## src/sv/sorted_list_table_defines.svh

```systemverilog
// assertion macros for the sorted list table
// no dependencies; included by modules that carry concurrent checks
`ifndef SORTED_LIST_TABLE_DEFINES_SVH
`define SORTED_LIST_TABLE_DEFINES_SVH

// same-cycle implication, disabled while reset is asserted
`define SLT_ASSERT_NOW(label, clk, rst_n, ante, cons) \
  label: assert property (@(posedge clk) disable iff (!rst_n) (ante) |-> (cons)) \
    else $error("sorted_list_table check failed");

// next-cycle implication, disabled while reset is asserted
`define SLT_ASSERT_NEXT(label, clk, rst_n, ante, cons) \
  label: assert property (@(posedge clk) disable iff (!rst_n) (ante) |=> (cons)) \
    else $error("sorted_list_table check failed");

`endif

```

## src/sv/slt_pkg.sv

```systemverilog
// types and constants shared by the sorted list table
// no dependencies
package slt_pkg;

  typedef enum logic [1:0] {
    CMD_INSERT = 2'd0,
    CMD_REMOVE = 2'd1,
    CMD_SEARCH = 2'd2,
    CMD_CLEAR  = 2'd3
  } cmd_t;

  typedef enum logic [1:0] {
    STAT_OK        = 2'd0,
    STAT_NOT_FOUND = 2'd1,
    STAT_FULL      = 2'd2
  } status_t;

  localparam logic signed [31:0] EMPTY_HEAD = -32'sd9999;

  typedef struct packed {
    cmd_t               command;
    logic signed [31:0] value;
  } in_word_t;

  typedef struct packed {
    status_t            status;
    logic [4:0]         comparisons;
    logic [4:0]         entry_count;
    logic signed [31:0] head_value;
  } out_word_t;

endpackage

```

## src/sv/slt_ram.sv

```systemverilog
// single-port-write, single-port-read storage for the table entries
// read data registered; no package use
module slt_ram #(
  parameter int DEPTH = 16,
  parameter int WIDTH = 32
) (
  input  logic                     clk,
  input  logic                     wr_en,
  input  logic [$clog2(DEPTH)-1:0] wr_addr,
  input  logic [WIDTH-1:0]         wr_data,
  input  logic [$clog2(DEPTH)-1:0] rd_addr,
  output logic [WIDTH-1:0]         rd_data
);

  logic [WIDTH-1:0] mem [DEPTH];
  logic [WIDTH-1:0] rd_data_r;

  always_ff @(posedge clk) begin
    if (wr_en) begin
      mem[wr_addr] <= wr_data;
    end
    rd_data_r <= mem[rd_addr];
  end

  assign rd_data = rd_data_r;

endmodule

```

## src/sv/sorted_list_table.sv

```systemverilog
// sorted list table: ascending store of signed 32-bit values with insert,
// remove, search and clear. uses slt_pkg, slt_ram and the assertion header
//
// in channel (in_valid / in_stall / in_word): one command word, taken at a
// clock edge with in_valid high and in_stall low. out channel (out_valid /
// out_stall / out_word): one result word per command, held while out_stall
// is high. cfg channel (cfg_valid / cfg_ready / cfg_data) writes search_mode;
// cfg_ready is always high, write only while the block is idle.
// the memory does one read and one write a cycle. clear, a full insert and
// commands on an empty table go straight to the result; insert walks back
// from the tail, moving each entry above the new value up one place, remove
// scans up to the value and shifts the rest down, search visits entries from
// the head. commands run one at a time, the next word is taken the cycle
// after the result is loaded.
// reset: rst_n low clears the count, sets search_mode to 1 and empties the
// output register; the memory itself is not cleared.
// stall: a finished result sits in the output register while the next
// command is taken; a following result waits in its final state until the
// output register frees up.
module sorted_list_table
  import slt_pkg::*;
#(
  parameter int DEPTH = 16
) (
  input  logic      clk,
  input  logic      rst_n,
  input  logic      in_valid,
  output logic      in_stall,
  input  in_word_t  in_word,
  output logic      out_valid,
  input  logic      out_stall,
  output out_word_t out_word,
  input  logic      cfg_valid,
  output logic      cfg_ready,
  input  logic      cfg_data
);

`include "sorted_list_table_defines.svh"

  localparam int AW = $clog2(DEPTH);
  localparam int CW = $clog2(DEPTH + 1);

  typedef enum logic [2:0] {
    ST_IDLE,
    ST_INS,
    ST_INS_LAST,
    ST_RM_SCAN,
    ST_RM_SHIFT,
    ST_SR_SCAN,
    ST_DONE
  } state_t;

  state_t             state_r, state_nxt;
  logic [CW-1:0]      count_r, count_nxt;
  logic               mode_r, mode_nxt;
  logic               out_valid_r, out_valid_nxt;
  out_word_t          out_word_r, out_word_nxt;
  logic signed [31:0] value_r, value_nxt;
  logic [AW-1:0]      ptr_r, ptr_nxt;
  logic signed [31:0] head_r, head_nxt;
  status_t            res_status_r, res_status_nxt;
  logic [4:0]         res_comp_r, res_comp_nxt;

  // memory port controls
  logic               mem_we;
  logic [AW-1:0]      mem_waddr;
  logic [31:0]        mem_wdata;
  logic [AW-1:0]      mem_raddr;
  logic [31:0]        mem_rdata;
  logic signed [31:0] rd_val;

  logic [CW-1:0]      ptr_inc;
  logic               scan_last;

  slt_ram #(
    .DEPTH (DEPTH),
    .WIDTH (32)
  ) u_ram (
    .clk     (clk),
    .wr_en   (mem_we),
    .wr_addr (mem_waddr),
    .wr_data (mem_wdata),
    .rd_addr (mem_raddr),
    .rd_data (mem_rdata)
  );

  assign rd_val    = $signed(mem_rdata);
  assign ptr_inc   = CW'(ptr_r) + CW'(1);
  // current entry is the last stored one
  assign scan_last = (ptr_inc == count_r);

  always_comb begin
    state_nxt      = state_r;
    count_nxt      = count_r;
    mode_nxt       = mode_r;
    out_valid_nxt  = out_valid_r;
    out_word_nxt   = out_word_r;
    value_nxt      = value_r;
    ptr_nxt        = ptr_r;
    head_nxt       = head_r;
    res_status_nxt = res_status_r;
    res_comp_nxt   = res_comp_r;
    mem_we         = 1'b0;
    mem_waddr      = ptr_r;
    mem_wdata      = value_r;
    mem_raddr      = '0;

    if (cfg_valid) begin
      mode_nxt = cfg_data;
    end

    // receiver took the pending word
    if (out_valid_r && !out_stall) begin
      out_valid_nxt = 1'b0;
    end

    case (state_r)
      ST_IDLE: begin
        if (in_valid) begin
          value_nxt      = in_word.value;
          res_status_nxt = STAT_OK;
          res_comp_nxt   = '0;
          ptr_nxt        = '0;
          case (in_word.command)
            CMD_INSERT: begin
              if (count_r == CW'(DEPTH)) begin
                res_status_nxt = STAT_FULL;
                state_nxt      = ST_DONE;
              end else if (count_r == '0) begin
                mem_we    = 1'b1;
                mem_waddr = '0;
                mem_wdata = in_word.value;
                count_nxt = CW'(1);
                state_nxt = ST_DONE;
              end else begin
                // walk back from the tail, hole at the old count
                mem_raddr = AW'(count_r - CW'(1));
                ptr_nxt   = AW'(count_r);
                state_nxt = ST_INS;
              end
            end
            CMD_REMOVE: begin
              if (count_r == '0) begin
                res_status_nxt = STAT_NOT_FOUND;
                state_nxt      = ST_DONE;
              end else begin
                state_nxt = ST_RM_SCAN;
              end
            end
            CMD_SEARCH: begin
              if (count_r == '0) begin
                res_status_nxt = STAT_NOT_FOUND;
                state_nxt      = ST_DONE;
              end else begin
                state_nxt = ST_SR_SCAN;
              end
            end
            default: begin
              count_nxt = '0;
              state_nxt = ST_DONE;
            end
          endcase
        end
      end

      ST_INS: begin
        // rd_val holds entry ptr-1
        mem_we    = 1'b1;
        mem_waddr = ptr_r;
        if (rd_val > value_r) begin
          mem_wdata = mem_rdata;
          ptr_nxt   = ptr_r - AW'(1);
          mem_raddr = ptr_r - AW'(2);
          if (ptr_r == AW'(1)) begin
            state_nxt = ST_INS_LAST;
          end
        end else begin
          mem_wdata = value_r;
          count_nxt = count_r + CW'(1);
          state_nxt = ST_DONE;
        end
      end

      ST_INS_LAST: begin
        // new value becomes the head
        mem_we    = 1'b1;
        mem_waddr = '0;
        mem_wdata = value_r;
        count_nxt = count_r + CW'(1);
        state_nxt = ST_DONE;
      end

      ST_RM_SCAN: begin
        // rd_val holds entry ptr, prefetch the next one
        mem_raddr = ptr_r + AW'(1);
        if (rd_val < value_r) begin
          if (scan_last) begin
            res_status_nxt = STAT_NOT_FOUND;
            state_nxt      = ST_DONE;
          end else begin
            ptr_nxt = ptr_r + AW'(1);
          end
        end else if (rd_val == value_r) begin
          if (scan_last) begin
            count_nxt = count_r - CW'(1);
            state_nxt = ST_DONE;
          end else begin
            state_nxt = ST_RM_SHIFT;
          end
        end else begin
          res_status_nxt = STAT_NOT_FOUND;
          state_nxt      = ST_DONE;
        end
      end

      ST_RM_SHIFT: begin
        // rd_val holds entry ptr+1, move it down one place
        mem_we    = 1'b1;
        mem_waddr = ptr_r;
        mem_wdata = mem_rdata;
        mem_raddr = ptr_r + AW'(2);
        ptr_nxt   = ptr_r + AW'(1);
        if (CW'(ptr_r) + CW'(2) == count_r) begin
          count_nxt = count_r - CW'(1);
          state_nxt = ST_DONE;
        end
      end

      ST_SR_SCAN: begin
        mem_raddr    = ptr_r + AW'(1);
        res_comp_nxt = 5'(ptr_inc);
        if (rd_val == value_r) begin
          res_status_nxt = STAT_OK;
          state_nxt      = ST_DONE;
        end else if ((mode_r && (rd_val > value_r)) || scan_last) begin
          res_status_nxt = STAT_NOT_FOUND;
          state_nxt      = ST_DONE;
        end else begin
          ptr_nxt = ptr_r + AW'(1);
        end
      end

      ST_DONE: begin
        if (!out_valid_r || !out_stall) begin
          out_valid_nxt            = 1'b1;
          out_word_nxt.status      = res_status_r;
          out_word_nxt.comparisons = res_comp_r;
          out_word_nxt.entry_count = 5'(count_r);
          out_word_nxt.head_value  = (count_r == '0) ? EMPTY_HEAD : head_r;
          state_nxt                = ST_IDLE;
        end
      end

      default: begin
        state_nxt = ST_IDLE;
      end
    endcase

    // shadow copy of entry 0
    if (mem_we && (mem_waddr == '0)) begin
      head_nxt = $signed(mem_wdata);
    end
  end

  always_ff @(posedge clk) begin
    if (!rst_n) begin
      state_r     <= ST_IDLE;
      count_r     <= '0;
      mode_r      <= 1'b1;
      out_valid_r <= 1'b0;
    end else begin
      state_r     <= state_nxt;
      count_r     <= count_nxt;
      mode_r      <= mode_nxt;
      out_valid_r <= out_valid_nxt;
    end
    out_word_r   <= out_word_nxt;
    value_r      <= value_nxt;
    ptr_r        <= ptr_nxt;
    head_r       <= head_nxt;
    res_status_r <= res_status_nxt;
    res_comp_r   <= res_comp_nxt;
  end

  assign in_stall  = (state_r != ST_IDLE);
  assign out_valid = out_valid_r;
  assign out_word  = out_word_r;
  assign cfg_ready = 1'b1;

  // checks
  `SLT_ASSERT_NOW(a_count_bound, clk, rst_n, 1'b1, count_r <= CW'(DEPTH))
  `SLT_ASSERT_NEXT(a_accept_busy, clk, rst_n, in_valid && !in_stall, state_r != ST_IDLE)
  `SLT_ASSERT_NEXT(a_done_loads, clk, rst_n,
                   (state_r == ST_DONE) && (!out_valid_r || !out_stall), out_valid_r)

endmodule

```

## config.mk

```make
export PLATFORM = sky130hd
export DESIGN_NAME = sorted_list_table
export DESIGN_NICKNAME = d
export VERILOG_FILES = /design/src/sv/slt_pkg.sv /design/src/sv/slt_ram.sv /design/src/sv/sorted_list_table.sv
export VERILOG_INCLUDE_DIRS = /design/src /design/src/sv
export SDC_FILE = /design/constraint.sdc
export NUM_CORES = 1
export LEC_CHECK = 0
export BUFFER_PORTS_ARGS = -buffer_cell sky130_fd_sc_hd__buf_2
export CORE_AREA = 2 2 153 268
export DETAILED_ROUTE_END_ITERATION = 10
export DIE_AREA = 0 0 155 270
export PLACE_DENSITY = 0.85
export SLEW_MARGIN = 25
export SYNTH_ARGS = -nofsm -noshare
export SYNTH_HDL_FRONTEND = slang
export SYNTH_SLANG_ARGS = --single-unit
```

## constraint.sdc

```tcl
create_clock -name clk -period 10.1 [get_ports clk]
set_clock_uncertainty 0.15 [all_clocks]
set_input_delay 2.525 -clock clk [delete_from_list [all_inputs] [get_ports clk]]
set_output_delay 2.525 -clock clk [all_outputs]
set_load 0.05 [all_outputs]
```

# After elaboration in Yosys (flattened, before gate mapping)
# Memories as Yosys holds them, arrays and structs flattened. A register that Yosys moved wholly into a read port is not among the register bits.
# Index checks and enable logic that the tools add are counted.
[classes]
add_sub_neg = 8
mul = 0
n_div = 0
n_lt_le_gt_ge = 2
n_eq_ne = 32
shifts = 0
muxes = 76
n_bitwise = 0
reduce_logical = 26
[ops]
columns = ["op", "count"]
rows = [
  ["$mux 32", 5],
  ["$pmux 32 s3", 1],
  ["$mux 4", 18],
  ["$mux 5", 9],
  ["$mux 3", 13],
  ["$eq 32x32->1", 1],
  ["$gt 32x32->1", 1],
  ["$lt 32x32->1", 1],
  ["$ne 2x2->1 const B", 13],
  ["$pmux 5 s5", 1],
  ["$pmux 3 s7", 1],
  ["$pmux 4 s5", 1],
  ["$pmux 5 s2", 2],
  ["$mux 2", 9],
  ["$ne 3x3->1 const B", 6],
  ["$pmux 4 s4", 1],
  ["$eq 5x5->1", 2],
  ["$mux 1", 10],
  ["$reduce_and 10->1", 1],
  ["$reduce_bool 5->1", 2],
  ["$eq 3x3->1 const B", 3],
  ["$pmux 3 s3", 1],
  ["$pmux 4 s2", 1],
  ["$reduce_and 7->1", 1],
  ["other kinds (31)", 40],
]
[word_totals]
reg_bits = 129
latch_bits = 0
ram_bits = 512
romBits = 0
input_bits = 40
out_inout_bits = 47
elab_cells = 158
memories = 1
[mem_list]
columns = ["name", "words", "word_bits", "read_ports", "rd_ports_with_merged_regs", "write_ports", "line", "source"]
rows = [
  ["u_ram.mem", 16, 32, 1, 1, 1, "slt_ram.sv:15", "logic [WIDTH-1:0] mem [DEPTH];"],
]

# Longest topological paths before layout
[logic_depth]
word_depth = 8
depth_mapped = 16
depth_no_buf = 12

# Cells and area by module
# Synthesis repeated with hierarchy kept, for this count alone.
[unflattened]
hier_cells = 1494
hier_area_um2 = 26798.2
[by_module_without_submodules]
columns = ["mod", "instances", "cells_per_inst", "area_each_um2", "seq_area_each_um2"]
rows = [
  ["slt_ram", 1, 838, 19835.3, 16015.4],
  ["sorted_list_table", 1, 656, 6962.9, 3773.6],
]

# Worst setup path before layout
# No wires, ideal clock.
[synth_timing]
path_type = "in2reg"
startpoint = "in in_valid"
endpoint = "mem u_ram.mem[12][0] (enable)"
setup_ns = 0.468
t_arrival_ns = 6.575
required_time_ns = 9.482
setup_slack_ns = 2.907
cell_stages = 7
n_path_buf = 1
cell_sequence = "nand2_1 > inv_1 > and3_1 > clkbuf_1 > o21ai_0 > o31a_1 > nor3b_1"
[synth_between]
elab_chain_cells = 4
elab_cells_between_ends = 6
cone_classes = "mux: 6"
[synth_rtl]
columns = ["item", "line", "source"]
rows = [
  ["from (decl)", "sorted_list_table.sv:27", "input logic in_valid,"],
  ["$mux 1", "sorted_list_table.sv:119", "if (in_valid) begin"],
  ["$pmux 1 s2", "sorted_list_table.sv:117", "case (state_r)"],
  ["$mux 1", "slt_ram.sv:19", "if (wr_en) begin"],
  ["$mux 1 (not written as such)", "slt_ram.sv:20", "mem[wr_addr] <= wr_data;"],
  ["to (decl)", "slt_ram.sv:15", ""],
]
# Several ways; a longest one is shown, not always the timed one.

# Worst setup path after layout
[layout_timing]
startpoint = "in in_valid"
endpoint = "reg u_ram.rd_data_r[11], in the netlist u_ram.rd_data[11], read port of u_ram.mem"
[layout_between]
elab_chain_cells = 2
[layout_rtl]
columns = ["item", "line", "source"]
rows = [
  ["$mux 4", "sorted_list_table.sv:119", ""],
  ["$pmux 4 s4", "sorted_list_table.sv:117", ""],
  ["to (decl)", "slt_ram.sv:16", "logic [WIDTH-1:0] rd_data_r;"],
]
# Every way passes these cells.
# A chain may end at the register's enable or synchronous reset.

==> qor_table.md <==
| Quantity | Reported |
| --- | --- |
| Initial standard-cell utilization of the core | 66.42% |
| Pwr dens | 339.7 mW/mm^2 |
| Resize count post-CTS | 0 |
| Post-CTS Hold Buffers | 0 |
| Worst-skew pair later-pin latency | 0.59 ns |
| Routed vias | 17950 |
| Share of flip-flops with an asynchronous set or reset after synthesis | 0% |
| Lkg Pwr | 10.13 nW |
| DPL Wire Length | 36620 microns |
| Detailed-route wire length | 68410 microns |
| Net count, final | 2159 |
| Antenna-violating nets left | 0 |
| Share of final-layout standard cells stronger than drive strength 1 | 11.66% |
| Seq cells post-synth | 641 |
| Count of routing violations after the opening detailed-route iteration | 2884 |
| Placed cell areas | 0.02732 sq mm |
| Number of global-route vias before repair | 17970 |
| Run status | complete, no violations |
| Number of post-CTS setup repair buffers | 0 |
| Count of final max-slew check failures | 0 |
| Area growth syn-to-layout | 10.23% |
| GR Util All Layers | 32.44% |
| Data arrival time of the critical path | 6.35 ns |
| Startpoint type of the worst setup path | input pin |
| Number of enable-type register cells in the synthesized netlist | 599 |
| Final-layout setup total negative slack | 0 ns |
| Max Root-Sink Buffers | 3 |
| Min-Delay Path Class | flop to flop |
| Actual slew at the worst max-slew pin | 1.063 ns |
| Maximum clock frequency | 167.7 MHz |
| Register area share after synthesis | 71.42% |
| Detailed-router iteration count before antenna repair | 7 |
| Number of buffers inserted during clock tree synthesis | 54 |
| Max-Cap Viols | 0 |
| Final worst path period need | 5.964 ns |
| Per-cell routed wire length | 26.17 microns |
| Detailed-route DRC error count | 0 |
| Final setup violation count | 0 |
| Clock tree from TritonCTS | built |
| Unrepaired setup endpoints after global routing | no |
| Global-route wire length before repair | 102200 microns |
| Commonest non-fill, non-tap cells in the layout | 599 x edfxtp_1, 451 x nand2_1, 196 x a21oi_1 |
| Ports | 87 |
| Maximum fanout along the worst path | 71 |
| Num rows | 97 |
| Post-CTS clock slew at the launch and capture registers of the worst setup and hold paths | 0.07 ns |
| Std-Cell Core Area | 0.03969 sq mm |
| GRT Residual Overflow | 0 |
| Crit path setup slack, layout | 4.136 ns |
| Die area | 0.04185 sq mm |
| Portion of the clock cycle consumed by the worst path in the final layout | 59.05% |
| H-Tree Depth | 2 |
| Last weighted congestion value of the routability-driven placer | 0.9536 |
| Clock root buffer | clkbuf_16 |
| Synth warn | 0 |
| Antenna violations before repair | 0 |
| Setup CP Type | input pin to flop |
| Clock sinks | 641 |
| Synth Instances | 2026 |
| Count of input and output buffers | 85 |
| Vert. Die Dim | 270 microns |
| Horizontal die dimension | 155 microns |
| Design Area, Final | 0.02906 sq mm |
| Worst setup timing slack at the placement stage | 3.711 ns |
| Syn Nets | 2110 |
| Relative slew slack | 29.13% |
| Most common library cell in the layout ignoring fill and taps | edfxtp_1 |
| Final count of hold timing violations | 0 |
| Post-synthesis cell type count | 62 |
| Largest net degree at the start of global routing | 259 |
| WP data required | 10.48 ns |
| Peak supply drop | 0.2056 mV |
| Synthesized cell area | 0.02636 sq mm |
| Type of element capturing the critical path | flop |
| Synthesized area divided by synthesized cell count | 13.01 sq um |
| Vias per Instance | 6.865 |
| Main synth FF type | edfxtp_1 |
Yosys cell counts (3+ instances only):
cell type / count / area, sq um
a21o_1: 4 / 30.03
xor2_1: 10 / 87.58
a222oi_1: 24 / 240.2
buf_4: 3 / 22.52
o211ai_1: 4 / 30.03
o221ai_1: 4 / 35.03
a21oi_1: 199 / 996.0
nor2_1: 63 / 236.5
and2_1: 10 / 62.56
nand4_1: 7 / 43.79
buf_1: 9 / 33.78
nand2_1: 451 / 1693
o22ai_1: 4 / 25.02
xnor2_1: 5 / 43.79
nor4_1: 4 / 25.02
a32oi_1: 95 / 832.1
mux2i_1: 6 / 60.06
a31oi_1: 7 / 43.79
nor2b_1: 7 / 43.79
inv_1: 72 / 270.3
nand3_1: 45 / 225.2
buf_6: 3 / 33.78
buf_2: 43 / 215.2
and3_1: 3 / 18.77
clkbuf_1: 74 / 277.8
a22oi_1: 73 / 548.0
o21ai_0: 26 / 130.1
o221a_2: 5 / 56.30
edfxtp_1: 599 / 17990
a211oi_1: 5 / 37.54
nand2b_1: 29 / 181.4
ha_1: 44 / 550.5
nor3_1: 9 / 45.04
dfxtp_1: 42 / 840.8
report_power, final:
group | internal [mW] | total [mW] | switching, mW
registers | 3.91 | 4.16 | 0.257
logic | 1.03 | 3.68 | 2.65
clock network | 1.10 | 2.02 | 0.924
total | 6.04 | 9.87 | 3.83
state kept, by name, indices dropped and copies added (netlist names):
| register | count |
|---|---|
| u_ram.mem | 487 |
| out_word | 44 |
| u_ram.rd_data | 32 |
| value_r | 32 |
| head_r | 25 |
| count_r | 5 |
| res_comp_r | 5 |
| ptr_r | 4 |
| state_r | 3 |
| res_status_r | 2 |
| mode_r | 1 |
| out_valid | 1 |
cell families (layout without fill, tap and decap cells):
| family | Yosys count | after routing | share of synthesized area [%] |
|---|---|---|---|
| compound gates | 470 | 470 | 12.15 |
| xor+xnor | 15 | 15 | 0.4983 |
| fa+ha+maj | 44 | 44 | 2.088 |
| buf+inv | 204 | 296 | 3.237 |
| flops | 641 | 641 | 71.42 |
| mux | 8 | 8 | 0.3133 |
| other cells | 1 | 2 | 0.01423 |
| simple gates | 643 | 643 | 10.28 |
through the flow:
stage               power [mW]  std cells  hold slack [ns]  utilization [%]
finish                   9.870       2614           0.2696            73.22
global route             10.29       2613           0.2798            73.21
CTS                      9.790       2612           0.2714            73.14
detailed placement       7.757       2513           0.2554            68.84
global placement         7.550       2512           0.2511            68.78
floorplan                6.611       2026           0.2503                -
area by class of cell:
type	instances	area, sq um
flip-flops and latches	641	18830
clock buffers	69	1458
repair buffers	125	774.5
fillers	2261	10630
well taps	495	619.3
clock inverters	30	249.0
inverters	72	270.3
multi-input cells	1181	6857
diodes	1	2.502
critical path, stage by stage:
cell     delay [ns]
buf_2          0.13
nand2_1        0.09
inv_1          0.08
buf_4          0.48
nand2_1        0.20
o21ai_0        0.46
a21o_4         0.61
buf_12         0.32
buf_4          0.65
nand2_1        0.16
a32oi_1        0.32
a22oi_1        0.15
nand2_1        0.09
final timing paths:
check,start,end,slack [ns],cells past startpoint
worst max-delay path,in_valid,u_ram.rd_data[11],4.14,13
worst min-delay path,res_status_r[0],out_word[42],0.27,0
worst max register to register,value_r[9],u_ram.rd_data[11],4.94,14
worst min register to register,res_status_r[0],out_word[42],0.27,0
routing by layer:
layer	wire length [microns]	track usage [%]	share of wire, %
met5	0	0	0
met4	4374	19.18	6.4
met2	34370	54.26	50
met3	7147	4.750	10
met1	22520	40.25	33
No activity file was read; power rests on OpenSTA's default activity.
